[src/hw/rtl/asa_pkg.sv]
package asa_pkg;

   localparam int MaxList     = 8;
   localparam int SampleBits  = 10;
   localparam int ChanBits    = 3;
   localparam int NumChan     = 1 << ChanBits;
   localparam int PosBits     = 3;
   localparam int AccBits     = 18;
   localparam int RoundBits   = 8;
   localparam int LenBits     = 4;
   localparam int OrderBits   = MaxList * ChanBits;
   localparam int CsrIdxBits  = 2;
   localparam int CsrDataBits = OrderBits;
   localparam int DivCntBits  = $clog2(AccBits);

   localparam logic [AccBits-1:0] AccMax = {AccBits{1'b1}};

   // register indexes
   localparam logic [CsrIdxBits-1:0] CSR_AVG_SAMPLES   = 2'd0;
   localparam logic [CsrIdxBits-1:0] CSR_SCAN_LENGTH   = 2'd1;
   localparam logic [CsrIdxBits-1:0] CSR_CHANNEL_ORDER = 2'd2;

   typedef struct packed {
      logic                 start;
      logic [AccBits-1:0]   dividend;
      logic [RoundBits-1:0] divisor;
   } asa_div_cmd_type;

   typedef struct packed {
      logic               busy;
      logic               done;
      logic [AccBits-1:0] quotient;
   } asa_div_sts_type;

endpackage

[src/hw/rtl/asa_divider.sv]
module asa_divider
   import asa_pkg::*;
(
   input  logic            clock,
   input  logic            reset,
   input  asa_div_cmd_type cmd,
   output asa_div_sts_type sts
);

   logic                  busy_ff;
   logic                  done_ff;
   logic [DivCntBits-1:0] cnt_ff;
   logic [AccBits-1:0]    quo_ff;
   logic [RoundBits-1:0]  rem_ff;
   logic [RoundBits-1:0]  dvs_ff;

   logic [RoundBits:0]    shifted;
   logic [RoundBits:0]    diff;
   logic                  fits;

   // one quotient bit per cycle, restoring
   assign shifted = {rem_ff, quo_ff[AccBits-1]};
   assign fits    = shifted >= {1'b0, dvs_ff};
   assign diff    = shifted - {1'b0, dvs_ff};

   always_ff @(posedge clock) begin
      if (reset) begin
         busy_ff <= 1'b0;
         done_ff <= 1'b0;
         cnt_ff  <= '0;
      end else begin
         done_ff <= 1'b0;
         if (cmd.start) begin
            busy_ff <= 1'b1;
            cnt_ff  <= DivCntBits'(AccBits - 1);
         end else if (busy_ff) begin
            cnt_ff <= cnt_ff - DivCntBits'(1);
            if (cnt_ff == '0) begin
               busy_ff <= 1'b0;
               done_ff <= 1'b1;
            end
         end
      end
   end

   always_ff @(posedge clock) begin
      if (cmd.start) begin
         quo_ff <= cmd.dividend;
         rem_ff <= '0;
         dvs_ff <= cmd.divisor;
      end else if (busy_ff) begin
         quo_ff <= {quo_ff[AccBits-2:0], fits};
         rem_ff <= fits ? diff[RoundBits-1:0] : shifted[RoundBits-1:0];
      end
   end

   assign sts.busy     = busy_ff;
   assign sts.done     = done_ff;
   assign sts.quotient = quo_ff;

   a_rem_below_divisor: assert property (@(posedge clock) disable iff (reset)
      busy_ff |-> rem_ff < dvs_ff)
      else $error("partial remainder not below divisor");

   a_no_restart: assert property (@(posedge clock) disable iff (reset)
      cmd.start |-> !busy_ff)
      else $error("divider started while busy");

   a_done_after_last_step: assert property (@(posedge clock) disable iff (reset)
      done_ff |-> $past(busy_ff) && $past(cnt_ff) == '0)
      else $error("divider done without finishing its steps");

endmodule

[config.mk]
export PLATFORM = sky130hd
export DESIGN_NAME = asa_divider
export DESIGN_NICKNAME = d
export VERILOG_FILES = /design/src/hw/rtl/asa_pkg.sv /design/src/hw/rtl/asa_divider.sv
export SDC_FILE = /design/constraint.sdc
export NUM_CORES = 1
export LEC_CHECK = 0
export BUFFER_PORTS_ARGS = -buffer_cell sky130_fd_sc_hd__buf_4
export CAP_MARGIN = 40
export CORE_ASPECT_RATIO = 0.6
export CORE_MARGIN = 5
export CORE_UTILIZATION = 30
export CTS_BUF_LIST = sky130_fd_sc_hd__clkbuf_4 sky130_fd_sc_hd__clkbuf_8
export DETAILED_ROUTE_END_ITERATION = 16
export HOLD_SLACK_MARGIN = 0.08
export PLACE_DENSITY = 0.6
export SYNTH_ARGS = -nofsm -noshare
export SYNTH_HDL_FRONTEND = slang
export SYNTH_SLANG_ARGS = --single-unit
[constraint.sdc]
create_clock -name clock -period 1.7 [get_ports clock]
set_input_delay 0.34 -clock clock [delete_from_list [all_inputs] [get_ports clock]]
set_output_delay 0.34 -clock clock [all_outputs]
set_load 0.1 [all_outputs]
==> flow_summary.ini <==
[synthesis]
syn_inst = 173
synth_area_leaders = edfxtp_1 38%, dfxtp_1 15%, mux2_2 9.8%
ys.flop_type = edfxtp_1
yosysWarnings = 0
yosysSeqAreaShare_pct = 52.43
synth.avg_cell_area_um2 = 11.92
ys_types = 41
netlist_area_um2 = 2062
yosysTopAreaCellShare_pct = 37.86
yosysTopAreaCell = edfxtp_1
synthArstFlopShare_pct = 0
synth_edf_count = 26
ys_seq_elements = 41
synth_nets = 212
yosys-top-cells-count = 26 x edfxtp_1, 18 x mux2_2, 16 x nor2_1, 15 x dfxtp_1, 14 x inv_1
post-synth-top-count-cell = edfxtp_1

[pwr]
switching_share_pct = 34.03
p_int_mw = 1.958
ir_drop_uv = 540.8
power_density_nw_per_um2 = 974.0
combPwrFrac_pct = 31.9
p_leak_nw = 1.314
p_switching_mw = 1.010
finalPower_mw = 2.967
seqPwrFrac_pct = 40.6
share_clk_of_total_power_pct = 27.5

[place]
pre_cts_ws_ns = -0.2254
place_area_um2 = 2735
placed_cells = 330
gp_congestion = 0.7914
portBuffers = 48
dp_hpwl_um = 3630

[setup_path]
critical_path_class = reg2reg
required_ns = 1.93
cp-end-kind = register
worst_ep_arrival_time_ns = 2.13
worstSetupStartpointType = register
crit_path_max_fanout = 5

[grt]
grt_pass1_vias = 1604
grt_pass1_wl_um = 8280
antenna_found_initial = 0
grt-ovfl-total = 0
grt_usage_pct = 12.47
grt_max_degree = 28

[cts]
cts-root-buf = clkbuf_8
h-tree-depth = 2
clk_pin_slew_ns = 0.09
numCtsBuffers = 5
insertion_delay_ns = 0.29
clockBufferDepth = 2
cts_tree = done
cts.sinks = 41

[timing]
fin_worst_skew_ns = 0.009975
layout_min_cycle_time_ns = 1.894
hold_viol = 0
finalSetupTns_ns = -1.363
rsz0062_at_grt = true
slew_viol_final = 0
period_share_pct = 111.4
hold_slack_ns = 0.2157
slew-limit-headroom_pct = 73.72
timing_worst_slew_pin_value_ns = 0.3934
worst_slack_ns = -0.1943
setup_viol = 9
max_freq_mhz = 527.9

[finish]
nets = 299
seqCellArea_um2 = 1081
multi_input_area_um2 = 1012
fillers = 638
syn2layout_area_growth_pct = 47.75
drive_above_1_share_pct = 54.02
antenna_cells = 0
final_util_pct = 45.63
instances_no_fill = 348
finalInstanceArea_um2 = 3047

[run_status]
violations = negative setup slack
status = finished with violations

[drt]
dr.pass1.iters = 4
drc = 0
vias_per_cell = 4.489
vias = 1562
routed_wirelength_um = 5012
first_iter_violations = 40
ant_nets = 0
post_drt_wl_per_cell_um = 14.40

[job]
drv_cap = 0

[hold_path]
hp-class = in2reg

[floorplan]
dieArea_um2 = 8686
core-area_um2 = 6676
die-height_um = 74.22
die_w_um = 117.0
io_pins = 49
num_rows = 23
initial_core_util_pct = 30.88
## cells in the final DEF, fill, tap and decap left out, types with 2 or more instances in the layout
cell / netlist / routed
o21ai_1: 0 / 2
nor2_2: 0 / 2
nand2_4: 0 / 2
inv_1: 14 / 11
ha_4: 0 / 3
clkbuf_8: 0 / 5
nor2b_1: 3 / 2
mux2_2: 18 / 18
inv_2: 0 / 3
mux2i_1: 5 / 5
or2_2: 3 / 3
buf_6: 1 / 3
o21ai_2: 1 / 2
nor2_1: 16 / 14
nor3_1: 4 / 4
a21o_1: 3 / 3
xor2_1: 5 / 5
nand2b_1: 3 / 3
buf_4: 2 / 83
a211oi_2: 1 / 2
edfxtp_1: 26 / 26
xnor2_1: 4 / 4
ha_1: 9 / 6
nand3_1: 2 / 2
nand2_1: 9 / 7
dfxtp_1: 15 / 15
a21oi_1: 2 / 2
nor4b_1: 2 / 2
## per-layer routing
| metal | vias up | global-route usage, % | wire length (um) |
|---|---|---|---|
| met5 | - | 0 | 0 |
| met4 | 0 | 3.435 | 24 |
| met1 | 728 | 18.46 | 2604 |
| li1 | 793 | - | - |
| met2 | 39 | 17.14 | 2061 |
| met3 | 2 | 4.309 | 322 |
## worst max-delay path: stages (launching register included)
cell and delay (ns):
dfxtp_1 0.42, ha_4 0.24, a21o_1 0.18, a221oi_2 0.34
o21ai_4 0.14, buf_4 0.16, buf_6 0.12, o2bb2a_4 0.19
o21ai_2 0.05
## path summary, 6_finish.rpt
| kind | slack [ns] | from | end | cells after the start |
|---|---|---|---|---|
| worst max-delay path | -0.19 | rem_ff[5] | rem_ff[7] | 8 |
| worst min-delay path | 0.22 | cmd[3] | dvs_ff[3] | 1 |
| worst max register to register | -0.19 | rem_ff[5] | rem_ff[7] | 8 |
| worst min register to register | 0.53 | cnt_ff[1] | cnt_ff[1] | 2 |
## cells by family (layout without fill, tap and decap cells)
family / Yosys count / after routing / synth area share (%)
flip-flops: 41 / 41 / 52.43
AO/OA/AOI/OAI: 24 / 24 / 9.405
AND/OR/NAND/NOR: 44 / 44 / 10.26
buffers and inverters: 21 / 109 / 4.672
XOR/XNOR: 9 / 9 / 3.823
multiplexers: 24 / 24 / 12.99
adder cells (fa/ha/maj): 10 / 10 / 6.432
## power by group through the flow
stage / sequential, mW / clock [mW] / combinational, mW
CTS: 1.21 / 0.830 / 0.919
detailed placement: 1.22 / 0 / 0.864
global route: 1.22 / 0.877 / 1.01
global placement: 1.23 / 0 / 0.865
floorplan: 1.54 / 0 / 0.280
finish: 1.20 / 0.816 / 0.948
## state kept, by name, summed over array words and instances (netlist names)
signal,flops
busy_ff,1
cnt_ff,5
done_ff,1
dvs_ff,8
quo_ff,18
rem_ff,8
## repair_timing
action | in CTS | in global routing
buffers inserted | 4 | 6
gates resized for setup | 22 | 5
hold buffers | 0 | 0
pin swaps | 10 | 5
setup endpoints to repair | 9 | 9
endpoints found under the hold margin | 0 | 0
## cell type report
| class | instances | area share, % |
|---|---|---|
| sequential | 41 | 35.48 |
| multi-input combinational | 111 | 33.22 |
| timing repair buffer | 87 | 22.22 |
| tap | 87 | 3.573 |
| clock buffer | 6 | 2.505 |
| inverter | 14 | 1.725 |
| clock inverter | 2 | 1.273 |
(Power assumes the default switching activity.)
